[src/efs_pkg.sv]
package efs_pkg;

  localparam int QUEUE_DEPTH      = 8;
  localparam int PAYLOAD_CAPACITY = 32;

  localparam int SLOT_W    = (QUEUE_DEPTH > 1) ? $clog2(QUEUE_DEPTH) : 1;
  localparam int CNT_W     = $clog2(QUEUE_DEPTH + 1);
  localparam int LEN_W     = $clog2(PAYLOAD_CAPACITY + 1);
  localparam int POS_W     = $clog2(PAYLOAD_CAPACITY + 2);
  localparam int IDX_W     = (PAYLOAD_CAPACITY > 1) ? $clog2(PAYLOAD_CAPACITY) : 1;
  localparam int PAY_DEPTH = QUEUE_DEPTH * PAYLOAD_CAPACITY;
  localparam int PAY_AW    = (PAY_DEPTH > 1) ? $clog2(PAY_DEPTH) : 1;

  localparam int OP_W     = 2;
  localparam int STATUS_W = 2;
  localparam int BYTE_W   = 8;
  localparam int TOTAL_W  = 32;

  typedef enum logic [OP_W-1:0] {
    OP_POST    = 2'd0,
    OP_GET     = 2'd1,
    OP_HANDLED = 2'd2,
    OP_STATS   = 2'd3
  } op_t;

  typedef enum logic [STATUS_W-1:0] {
    ST_OK       = 2'd0,
    ST_DROPPED  = 2'd1,
    ST_TOO_LONG = 2'd2,
    ST_EMPTY    = 2'd3
  } status_t;

endpackage

[src/efs_cmd_if.sv]
interface efs_cmd_if;
  logic                          valid;
  logic                          ready;
  logic [efs_pkg::OP_W-1:0]      operation;
  logic [efs_pkg::BYTE_W-1:0]    channel;
  logic [efs_pkg::BYTE_W-1:0]    data_byte;
  logic                          last_byte;

  modport source (output valid, operation, channel, data_byte, last_byte, input ready);
  modport sink   (input valid, operation, channel, data_byte, last_byte, output ready);
endinterface

[src/efs_rsp_if.sv]
interface efs_rsp_if;
  logic                            valid;
  logic                            ready;
  logic [efs_pkg::STATUS_W-1:0]    status;
  logic [efs_pkg::BYTE_W-1:0]      out_channel;
  logic [efs_pkg::LEN_W-1:0]       out_length;
  logic [efs_pkg::BYTE_W-1:0]      out_byte;
  logic                            out_last;
  logic [efs_pkg::CNT_W-1:0]       queue_level;
  logic [efs_pkg::CNT_W-1:0]       queue_peak;
  logic [efs_pkg::TOTAL_W-1:0]     post_tally;
  logic [efs_pkg::TOTAL_W-1:0]     handle_tally;
  logic [efs_pkg::TOTAL_W-1:0]     drop_tally;

  modport source (output valid, status, out_channel, out_length, out_byte, out_last,
                  queue_level, queue_peak, post_tally, handle_tally,
                  drop_tally, input ready);
  modport sink   (input valid, status, out_channel, out_length, out_byte, out_last,
                  queue_level, queue_peak, post_tally, handle_tally,
                  drop_tally, output ready);
endinterface

[src/event_fifo_with_stats.sv]
// Event queue with statistics.
// Commands enter on cmd (valid/ready): post one payload byte, get the oldest
// event, mark an event handled, or read the statistics. Results leave on rsp
// (valid/ready). Each result carries the queue statistics after the command.
// Only the last byte of a post gives a result, in the cycle after it is
// taken. Mark-handled and read-statistics also give one result, in the
// cycle after they are taken. A get on a non-empty queue first fetches the
// event from the payload memory and then delivers one byte per cycle while
// rsp keeps up; the payload memory has a single read port. Commands are
// taken at one per cycle while rsp keeps up and no get is streaming.
// A result waits in the output register while rsp.ready is low, and cmd.ready
// stays low until it is taken; no item is lost.
// Reset clears the queue, the post in progress and all counters. No clearing
// pass is needed: only entries of committed events are ever read.
module event_fifo_with_stats (
  input logic       clk,
  input logic       rst,
  efs_cmd_if.sink   cmd,
  efs_rsp_if.source rsp
);
  import efs_pkg::*;

  typedef enum logic [1:0] {
    S_IDLE   = 2'b01,
    S_STREAM = 2'b10
  } state_t;

  // Each metadata entry holds the channel above the length.
  logic [BYTE_W-1:0]       payload_mem [PAY_DEPTH];
  logic [BYTE_W+LEN_W-1:0] meta_mem    [QUEUE_DEPTH];

  state_t              state, state_next;
  logic [SLOT_W-1:0]   write_slot, write_slot_next;
  logic [SLOT_W-1:0]   read_slot, read_slot_next;
  logic [SLOT_W-1:0]   cur_slot;
  logic [CNT_W-1:0]    occupancy, occupancy_next;
  logic [CNT_W-1:0]    peak, peak_next;
  logic [TOTAL_W-1:0]  posted, posted_next;
  logic [TOTAL_W-1:0]  handled, handled_next;
  logic [TOTAL_W-1:0]  dropped, dropped_next;
  logic [POS_W-1:0]    post_pos, post_pos_next;
  logic                discarding, discarding_next;
  logic [IDX_W-1:0]    idx, idx_next;

  logic                out_valid, out_valid_next;
  logic [STATUS_W-1:0] out_status, out_status_next;
  logic [BYTE_W-1:0]   out_chan, out_chan_next;
  logic [LEN_W-1:0]    out_len, out_len_next;
  logic [BYTE_W-1:0]   out_data, out_data_next;
  logic                out_end, out_end_next;

  logic [BYTE_W-1:0]       pay_rdata;
  logic [BYTE_W+LEN_W-1:0] meta_rdata;
  logic [BYTE_W-1:0]       chan_rdata;
  logic [LEN_W-1:0]        len_rdata;
  logic [LEN_W-1:0]        len_eff;
  logic [PAY_AW-1:0]       pay_raddr, pay_waddr;
  logic [SLOT_W-1:0]       meta_raddr;
  logic                    pay_we, meta_we;

  logic                out_free;
  logic                accept;
  logic                disc_now;
  logic [POS_W-1:0]    pos_inc;
  logic                is_last_out;

  assign out_free = !out_valid || rsp.ready;
  assign cmd.ready = (state == S_IDLE) && out_free;
  assign accept = cmd.valid && cmd.ready;

  assign disc_now = (post_pos == '0) ? (occupancy >= CNT_W'(QUEUE_DEPTH)) : discarding;
  assign pos_inc = (post_pos <= POS_W'(PAYLOAD_CAPACITY)) ? post_pos + 1'b1 : post_pos;
  assign pay_waddr = PAY_AW'(write_slot * PAYLOAD_CAPACITY) + PAY_AW'(post_pos);
  assign pay_we = accept && (cmd.operation == OP_POST) && !disc_now
                  && (post_pos < POS_W'(PAYLOAD_CAPACITY));

  assign chan_rdata = meta_rdata[BYTE_W+LEN_W-1:LEN_W];
  assign len_rdata  = meta_rdata[LEN_W-1:0];

  // Stored lengths are always in range; the clamp keeps the stream bounded.
  always_comb begin
    if (len_rdata == '0) begin
      len_eff = LEN_W'(1);
    end else if (len_rdata > LEN_W'(PAYLOAD_CAPACITY)) begin
      len_eff = LEN_W'(PAYLOAD_CAPACITY);
    end else begin
      len_eff = len_rdata;
    end
  end

  assign is_last_out = (LEN_W'(idx) + 1'b1) == len_eff;

  // The read address follows the byte index so that the registered read data
  // always belongs to the current index.
  assign meta_raddr = (state == S_IDLE) ? read_slot : cur_slot;
  assign pay_raddr  = PAY_AW'(meta_raddr * PAYLOAD_CAPACITY) + PAY_AW'(idx_next);

  always_comb begin
    state_next      = state;
    write_slot_next = write_slot;
    read_slot_next  = read_slot;
    occupancy_next  = occupancy;
    peak_next       = peak;
    posted_next     = posted;
    handled_next    = handled;
    dropped_next    = dropped;
    post_pos_next   = post_pos;
    discarding_next = discarding;
    idx_next        = idx;
    meta_we         = 1'b0;
    out_valid_next  = out_valid && !rsp.ready;
    out_status_next = out_status;
    out_chan_next   = out_chan;
    out_len_next    = out_len;
    out_data_next   = out_data;
    out_end_next    = out_end;

    case (state)
      S_IDLE: begin
        idx_next = '0;
        if (accept) begin
          out_status_next = ST_OK;
          out_chan_next   = '0;
          out_len_next    = '0;
          out_data_next   = '0;
          out_end_next    = 1'b1;
          case (cmd.operation)
            OP_POST: begin
              if (cmd.last_byte) begin
                out_valid_next  = 1'b1;
                post_pos_next   = '0;
                discarding_next = 1'b0;
                if (pos_inc > POS_W'(PAYLOAD_CAPACITY)) begin
                  out_status_next = ST_TOO_LONG;
                end else if (disc_now) begin
                  out_status_next = ST_DROPPED;
                  dropped_next    = dropped + 1'b1;
                end else begin
                  meta_we         = 1'b1;
                  write_slot_next = (write_slot == SLOT_W'(QUEUE_DEPTH - 1)) ?
                                    '0 : write_slot + 1'b1;
                  occupancy_next  = occupancy + 1'b1;
                  if (occupancy_next > peak) begin
                    peak_next = occupancy_next;
                  end
                  posted_next = posted + 1'b1;
                end
              end else begin
                post_pos_next   = pos_inc;
                discarding_next = disc_now;
              end
            end
            OP_GET: begin
              if (occupancy == '0) begin
                out_valid_next  = 1'b1;
                out_status_next = ST_EMPTY;
              end else begin
                read_slot_next = (read_slot == SLOT_W'(QUEUE_DEPTH - 1)) ?
                                 '0 : read_slot + 1'b1;
                occupancy_next = occupancy - 1'b1;
                state_next     = S_STREAM;
              end
            end
            OP_HANDLED: begin
              out_valid_next = 1'b1;
              handled_next   = handled + 1'b1;
            end
            default: begin
              out_valid_next = 1'b1;
            end
          endcase
        end
      end
      S_STREAM: begin
        if (out_free) begin
          out_valid_next  = 1'b1;
          out_status_next = ST_OK;
          out_chan_next   = chan_rdata;
          out_len_next    = len_eff;
          out_data_next   = pay_rdata;
          out_end_next    = is_last_out;
          if (is_last_out) begin
            idx_next   = '0;
            state_next = S_IDLE;
          end else begin
            idx_next = idx + 1'b1;
          end
        end
      end
      default: begin
        state_next = S_IDLE;
      end
    endcase
  end

  always_ff @(posedge clk) begin
    if (pay_we) begin
      payload_mem[pay_waddr] <= cmd.data_byte;
    end
    pay_rdata <= payload_mem[pay_raddr];
  end

  always_ff @(posedge clk) begin
    if (meta_we) begin
      meta_mem[write_slot] <= {cmd.channel, LEN_W'(pos_inc)};
    end
    meta_rdata <= meta_mem[meta_raddr];
  end

  always_ff @(posedge clk) begin
    if (rst) begin
      state      <= S_IDLE;
      write_slot <= '0;
      read_slot  <= '0;
      occupancy  <= '0;
      peak       <= '0;
      posted     <= '0;
      handled    <= '0;
      dropped    <= '0;
      post_pos   <= '0;
      discarding <= 1'b0;
      idx        <= '0;
      out_valid  <= 1'b0;
    end else begin
      state      <= state_next;
      write_slot <= write_slot_next;
      read_slot  <= read_slot_next;
      occupancy  <= occupancy_next;
      peak       <= peak_next;
      posted     <= posted_next;
      handled    <= handled_next;
      dropped    <= dropped_next;
      post_pos   <= post_pos_next;
      discarding <= discarding_next;
      idx        <= idx_next;
      out_valid  <= out_valid_next;
    end
  end

  always_ff @(posedge clk) begin
    if (state == S_IDLE && accept) begin
      cur_slot <= read_slot;
    end
    out_status <= out_status_next;
    out_chan   <= out_chan_next;
    out_len    <= out_len_next;
    out_data   <= out_data_next;
    out_end    <= out_end_next;
  end

  // The counters only move when a command is taken, and a command is only
  // taken once the waiting result leaves, so they can drive rsp directly.
  assign rsp.valid        = out_valid;
  assign rsp.status       = out_status;
  assign rsp.out_channel  = out_chan;
  assign rsp.out_length   = out_len;
  assign rsp.out_byte     = out_data;
  assign rsp.out_last     = out_end;
  assign rsp.queue_level  = occupancy;
  assign rsp.queue_peak   = peak;
  assign rsp.post_tally   = posted;
  assign rsp.handle_tally = handled;
  assign rsp.drop_tally   = dropped;

endmodule
[src/flat_wrapper.sv]
// flat-port wrapper written by rule: the top's interface ports become plain ports
module event_fifo_with_stats_flat import efs_pkg::*;
  (clk, rst, cmd_valid, cmd_operation, cmd_channel, cmd_data_byte, cmd_last_byte, cmd_ready, rsp_valid, rsp_status, rsp_out_channel, rsp_out_length, rsp_out_byte, rsp_out_last, rsp_queue_level, rsp_queue_peak, rsp_post_tally, rsp_handle_tally, rsp_drop_tally, rsp_ready);
  efs_cmd_if cmd_i ();
  efs_rsp_if rsp_i ();
  input logic clk;
  input logic rst;
  input wire logic [$bits(cmd_i.valid)-1:0] cmd_valid;
  input wire logic [$bits(cmd_i.operation)-1:0] cmd_operation;
  input wire logic [$bits(cmd_i.channel)-1:0] cmd_channel;
  input wire logic [$bits(cmd_i.data_byte)-1:0] cmd_data_byte;
  input wire logic [$bits(cmd_i.last_byte)-1:0] cmd_last_byte;
  output wire logic [$bits(cmd_i.ready)-1:0] cmd_ready;
  output wire logic [$bits(rsp_i.valid)-1:0] rsp_valid;
  output wire logic [$bits(rsp_i.status)-1:0] rsp_status;
  output wire logic [$bits(rsp_i.out_channel)-1:0] rsp_out_channel;
  output wire logic [$bits(rsp_i.out_length)-1:0] rsp_out_length;
  output wire logic [$bits(rsp_i.out_byte)-1:0] rsp_out_byte;
  output wire logic [$bits(rsp_i.out_last)-1:0] rsp_out_last;
  output wire logic [$bits(rsp_i.queue_level)-1:0] rsp_queue_level;
  output wire logic [$bits(rsp_i.queue_peak)-1:0] rsp_queue_peak;
  output wire logic [$bits(rsp_i.post_tally)-1:0] rsp_post_tally;
  output wire logic [$bits(rsp_i.handle_tally)-1:0] rsp_handle_tally;
  output wire logic [$bits(rsp_i.drop_tally)-1:0] rsp_drop_tally;
  input wire logic [$bits(rsp_i.ready)-1:0] rsp_ready;
  assign cmd_i.valid = cmd_valid;
  assign cmd_i.operation = cmd_operation;
  assign cmd_i.channel = cmd_channel;
  assign cmd_i.data_byte = cmd_data_byte;
  assign cmd_i.last_byte = cmd_last_byte;
  assign cmd_ready = cmd_i.ready;
  assign rsp_valid = rsp_i.valid;
  assign rsp_status = rsp_i.status;
  assign rsp_out_channel = rsp_i.out_channel;
  assign rsp_out_length = rsp_i.out_length;
  assign rsp_out_byte = rsp_i.out_byte;
  assign rsp_out_last = rsp_i.out_last;
  assign rsp_queue_level = rsp_i.queue_level;
  assign rsp_queue_peak = rsp_i.queue_peak;
  assign rsp_post_tally = rsp_i.post_tally;
  assign rsp_handle_tally = rsp_i.handle_tally;
  assign rsp_drop_tally = rsp_i.drop_tally;
  assign rsp_i.ready = rsp_ready;
  event_fifo_with_stats u_core (.clk(clk), .rst(rst), .cmd(cmd_i), .rsp(rsp_i));
endmodule
[config.mk]
export PLATFORM = sky130hd
export DESIGN_NAME = event_fifo_with_stats_flat
export DESIGN_NICKNAME = d
export VERILOG_FILES = /design/src/efs_pkg.sv /design/src/efs_cmd_if.sv /design/src/efs_rsp_if.sv /design/src/event_fifo_with_stats.sv /design/src/flat_wrapper.sv
export SDC_FILE = /design/constraint.sdc
export NUM_CORES = 2
export LEC_CHECK = 0
export BUFFER_PORTS_ARGS = -buffer_cell sky130_fd_sc_hd__buf_2
export CAP_MARGIN = 5
export CORE_MARGIN = 2
export CORE_UTILIZATION = 39
export CTS_CLUSTER_DIAMETER = 50
export DETAILED_ROUTE_END_ITERATION = 7
export GPL_ROUTABILITY_DRIVEN = 0
export SETUP_SLACK_MARGIN = 0.05
export SLEW_MARGIN = 15
export SYNTH_ARGS = -nofsm -noshare
export SYNTH_HDL_FRONTEND = slang
export SYNTH_SLANG_ARGS = --single-unit
export TNS_END_PERCENT = 5
[constraint.sdc]
create_clock -name clk -period 5.2 [get_ports clk]
set_clock_uncertainty 0.2 [all_clocks]
set_input_delay 0.52 -clock clk [delete_from_list [all_inputs] [get_ports clk]]
set_output_delay 0.52 -clock clk [all_outputs]
set_load 0.03 [all_outputs]
==> impl_metrics.env <==
export IMPL_initial_core_util_pct=39.17
export IMPL_crit_fanout=78
export IMPL_fill_cells=21260
export IMPL_number_of_instances_in_the_synthesized_netlist=7051
export IMPL_post_synth_num_cell_types=80
export IMPL_critical_path_endpoint_type="flip-flop"
export IMPL_tightestPinTransition_ns=1.319
export IMPL_critical_path_max_stage_delay_ns=0.53
export IMPL_endpoint_arrival_time_on_the_critical_path_ns=5.73
export IMPL_critPathCapture="u_core.pay_rdata[1]"
export IMPL_postSynth_topFlopCell="sky130_fd_sc_hd__edfxtp_1"
export IMPL_power_frac_comb_pct=3.4
export IMPL_synthDominantCellAreaShare_pct=69.80
export IMPL_placement_io_buffers=153
export IMPL_clkPwrFrac_pct=43.0
export IMPL_timing_max_slew_rel_slack_pct=11.89
export IMPL_clk_insertion_delay_late_ns=0.90
export IMPL_critPathLaunchType="flip-flop"
export IMPL_route_vias_total=60590
export IMPL_cts_num_sinks=2335
export IMPL_finalHoldViolCount=0
export IMPL_mappedNetlistArea_sq_um=94130
export IMPL_dieWidth_um=495.3
export IMPL_boundaryPins=154
export IMPL_r2r_slack_ns=0.06
export IMPL_rows=180
export IMPL_worst_hold_path_type="in2reg"
export IMPL_die_height_um=495.3
export IMPL_grt_start_max_net_pins=155
export IMPL_area_of_the_core_sq_um=240300
export IMPL_powerDensity_nw_per_um2=357.1
export IMPL_area_growth_syn_to_layout_pct=15.60
export IMPL_grt_first_pass_wirelength_mm=396.7
export IMPL_finalSetupViolCount=0
export IMPL_detail_route_vias_per_cell=5.590
export IMPL_worstSetupPathDepth=15
export IMPL_critPathTopFamily="compound AO/OA/AOI/OAI gates"
export IMPL_synth_avg_cell_area_sq_um=13.35
export IMPL_ctsLongestPathBuffers=3
export IMPL_post_route_period_util_pct=98.86
export IMPL_cts_buffers=233
export IMPL_initialDrtViolationCount=8066
export IMPL_cts_root_buf="sky130_fd_sc_hd__clkbuf_16"
export IMPL_seq_power_share_pct=53.6
export IMPL_synth_largest_area_cell="sky130_fd_sc_hd__edfxtp_1"
export IMPL_leading_cell_type_in_the_layout_fill_and_taps_excluded="sky130_fd_sc_hd__edfxtp_1"
export IMPL_cts_htree_levels=4
export IMPL_register_area_sq_um=68650
export IMPL_overall_power_mw=38.86
export IMPL_cp_required_ns=5.79
export IMPL_synth_enable_flop_cells=2188
export IMPL_peakVddDrop_v=0.0003524
export IMPL_synth_async_sr_flop_share_pct=0
export IMPL_achievable_frequency_ghz=0.1945
export IMPL_dieArea_sq_um=245300
export IMPL_finish_utilization_pct=45.28
export IMPL_tritoncts="done"
export IMPL_outcome="finished clean"
export IMPL_crit_type="reg2reg"
export IMPL_cellLeakagePower_nw=38.91
export IMPL_slowest_stage="sky130_fd_sc_hd__mux4_2"
export IMPL_dpl_hpwl_mm=172.9
export IMPL_mostFrequentLayoutCells="2188 x sky130_fd_sc_hd__edfxtp_1, 1673 x sky130_fd_sc_hd__nand2_1, 654 x sky130_fd_sc_hd__nand3_1"
export IMPL_finalCriticalPeriod_ns=5.141
export IMPL_timing_max_transition_violations_final=0
export IMPL_cp_common_cell="sky130_fd_sc_hd__buf_12"
export IMPL_timing_rr_end="u_core.pay_rdata[1]"
export IMPL_remaining_drc_errors=0
export IMPL_crit_reg2reg_launch="u_core.idx[1]"
export IMPL_buffering_stage_count_on_the_worst_path_with_inverters_included=4
export IMPL_rsz0062_at_grt="true"
export IMPL_netlist_top_cells_area="sky130_fd_sc_hd__edfxtp_1 70%, sky130_fd_sc_hd__nand2_1 6.7%, sky130_fd_sc_hd__mux2i_1 3.7%, sky130_fd_sc_hd__nand3_1 3.5%, sky130_fd_sc_hd__dfxtp_1 3.1%"
export IMPL_cap_violations=0
export IMPL_dr_pass1_iters=6
export IMPL_route_detailed_wl_per_inst_um=25.39
export IMPL_fin_nets=7494
export IMPL_synth_yosys_warnings=0
export IMPL_globalRoute_totalOverflow=0
export IMPL_rr_worst_depth=15
export IMPL_intPower_mw=30.35
export IMPL_fin_cells=10840
export IMPL_groute_usage_overall_pct=21.91
export IMPL_grt_pass1_vias=57740
export IMPL_switching_power_mw=8.515
export IMPL_grt_antenna_before_repair=18
export IMPL_remaining_antenna_violation_count_after_routing=0
export IMPL_startpoint="u_core.idx[1]"
export IMPL_worstPathCellList="ha_2 -> nand3_2 -> or2_1 -> a311oi_2 -> o221ai_4 -> buf_4 -> a21oi_4 -> buf_12 -> buf_16 -> buf_12 -> mux4_2 -> a22oi_1 -> nand4_1 -> a31oi_4 -> nor4b_2"
export IMPL_synth_ff_latch_count=2335
export IMPL_clk_pin_slew_worst_paths_ns=0.06
export IMPL_switching_share_pct=21.91
export IMPL_multi_input_area_sq_um=23520
export IMPL_syn_nets=7096
export IMPL_finalWirelength_mm=275.3
export IMPL_place_inst=10380
export IMPL_ys_seq_area_share_pct=72.93
export IMPL_post_route_cells_drive_above_1_share_pct=13.49
[registers in the layout, indices dropped and copies added (netlist names)]
name,count
u_core.cur_slot,3
u_core.discarding,1
u_core.idx,5
u_core.meta_mem,112
u_core.meta_rdata,14
u_core.pay_rdata,8
u_core.payload_mem,2048
u_core.post_pos,6
u_core.read_slot,3
u_core.rsp.drop_tally,32
u_core.rsp.handle_tally,32
u_core.rsp.out_byte,8
u_core.rsp.out_channel,8
u_core.rsp.out_last,1
u_core.rsp.out_length,6
u_core.rsp.post_tally,32
u_core.rsp.queue_level,4
u_core.rsp.queue_peak,4
u_core.rsp.status,2
u_core.rsp.valid,1
u_core.state,2
u_core.write_slot,3
[cells in the mapped netlist, types with 5 or more instances]
master / count
sky130_fd_sc_hd__a221oi_1: 5
sky130_fd_sc_hd__and2_1: 29
sky130_fd_sc_hd__xnor2_1: 25
sky130_fd_sc_hd__o2111ai_1: 10
sky130_fd_sc_hd__mux2i_1: 350
sky130_fd_sc_hd__a22oi_1: 18
sky130_fd_sc_hd__nand3_1: 657
sky130_fd_sc_hd__nor2b_1: 5
sky130_fd_sc_hd__a21o_1: 7
sky130_fd_sc_hd__a21oi_1: 190
sky130_fd_sc_hd__or3_1: 30
sky130_fd_sc_hd__o211ai_1: 8
sky130_fd_sc_hd__nand2b_1: 8
sky130_fd_sc_hd__o21ai_0: 55
sky130_fd_sc_hd__and3_1: 139
sky130_fd_sc_hd__buf_4: 44
sky130_fd_sc_hd__a311oi_1: 38
sky130_fd_sc_hd__mux2_2: 5
sky130_fd_sc_hd__nor2_1: 436
sky130_fd_sc_hd__dfxtp_1: 147
sky130_fd_sc_hd__mux4_2: 46
sky130_fd_sc_hd__a21boi_0: 5
sky130_fd_sc_hd__buf_2: 214
sky130_fd_sc_hd__nor4_1: 29
sky130_fd_sc_hd__a31oi_1: 127
sky130_fd_sc_hd__edfxtp_1: 2188
sky130_fd_sc_hd__a32o_1: 8
sky130_fd_sc_hd__a32oi_1: 29
sky130_fd_sc_hd__xor2_1: 60
sky130_fd_sc_hd__a211oi_1: 20
sky130_fd_sc_hd__inv_1: 31
sky130_fd_sc_hd__nand4_1: 46
sky130_fd_sc_hd__ha_1: 22
sky130_fd_sc_hd__and4_1: 8
sky130_fd_sc_hd__o22ai_1: 69
sky130_fd_sc_hd__buf_6: 14
sky130_fd_sc_hd__buf_1: 21
sky130_fd_sc_hd__nand2_1: 1677
sky130_fd_sc_hd__nor3b_1: 5
sky130_fd_sc_hd__nor3_1: 32
sky130_fd_sc_hd__clkbuf_1: 132
[metal layers]
metal / global-route usage (%) / share of wire [%]
met4: 7.256 / 3.4
met3: 5.062 / 10
met1: 30.64 / 41
met5: 0 / 0.018
met2: 33.70 / 45
[worst min-delay path by stage]
stage / start / endpoint / cells after the start
CTS: cmd_valid / u_core.cur_slot[0] / 3
floorplan: u_core.state[1] / u_core.state[1] / 2
detailed placement: u_core.state[1] / u_core.state[1] / 2
global route: cmd_valid / u_core.cur_slot[0] / 3
global placement: u_core.state[1] / u_core.state[1] / 2
finish: cmd_data_byte[7] / u_core.payload_mem[245][7] / 1
[power groups by stage]
| stage | Combinational [mW] | Clock [mW] | Sequential (mW) |
|---|---|---|---|
| 6_report | 1.31 | 16.7 | 20.8 |
| 5_1_grt | 1.39 | 17.7 | 20.8 |
| 4_1_cts | 1.30 | 16.9 | 20.8 |
| 3_5_place_dp | 1.28 | 0 | 21.2 |
| 3_3_place_gp | 1.26 | 0 | 21.2 |
| 2_1_floorplan | 0.427 | 0 | 21.2 |
[metrics by stage]
| step | hold WS (ns) | setup slack, ns | area [sq um] | TNS [ns] |
|---|---|---|---|---|
| finish | 0.06812 | 0.05910 | 108800 | 0 |
| global route | 0.06484 | -0.004134 | 108800 | -0.004134 |
| CTS | 0.02350 | 0.05844 | 108600 | 0 |
| detailed placement | 0.2746 | -0.4711 | 100700 | -2.241 |
| global placement | 0.2630 | -0.4494 | 100700 | -1.648 |
| floorplan | 0.2530 | 1.166 | 94130 | 0 |
[repair_timing]
action | in CTS | in global routing
buffers inserted | 0 | 1
gates cloned | 0 | 1
pin swaps | 0 | 5
hold buffers | 15 | 0
setup endpoints to repair | 8 | 8
resized for setup | 18 | 25
endpoints found under the hold margin | 150 | 0
[cell families (layout without fill, tap and decap cells)]
| group | Yosys count | in the layout | share of synthesized area [%] |
|---|---|---|---|
| and+or+nand+nor | 3128 | 3128 | 14.39 |
| DFF | 2335 | 2335 | 72.93 |
| AOI/OAI and AO/OA | 619 | 619 | 4.243 |
| buffers and inverters | 459 | 1059 | 2.431 |
| muxes | 401 | 401 | 4.882 |
| xor gates and xnor gates | 87 | 87 | 0.8387 |
| adders and majority gates | 22 | 22 | 0.2924 |
| other | 0 | 4 | 0 |
[final cells by class]
cell class	instances	share of cell area, %
Multi-Input combinational cell	4257	21.62
Antenna cell	4	0.009199
Clock inverter	140	1.305
Timing Repair Buffer	590	4.468
Inverter	32	0.1104
Tap cell	3185	3.662
Sequential cell	2335	63.09
Clock buffer	297	5.738
Note: power is estimated with default switching activity, not from simulation.
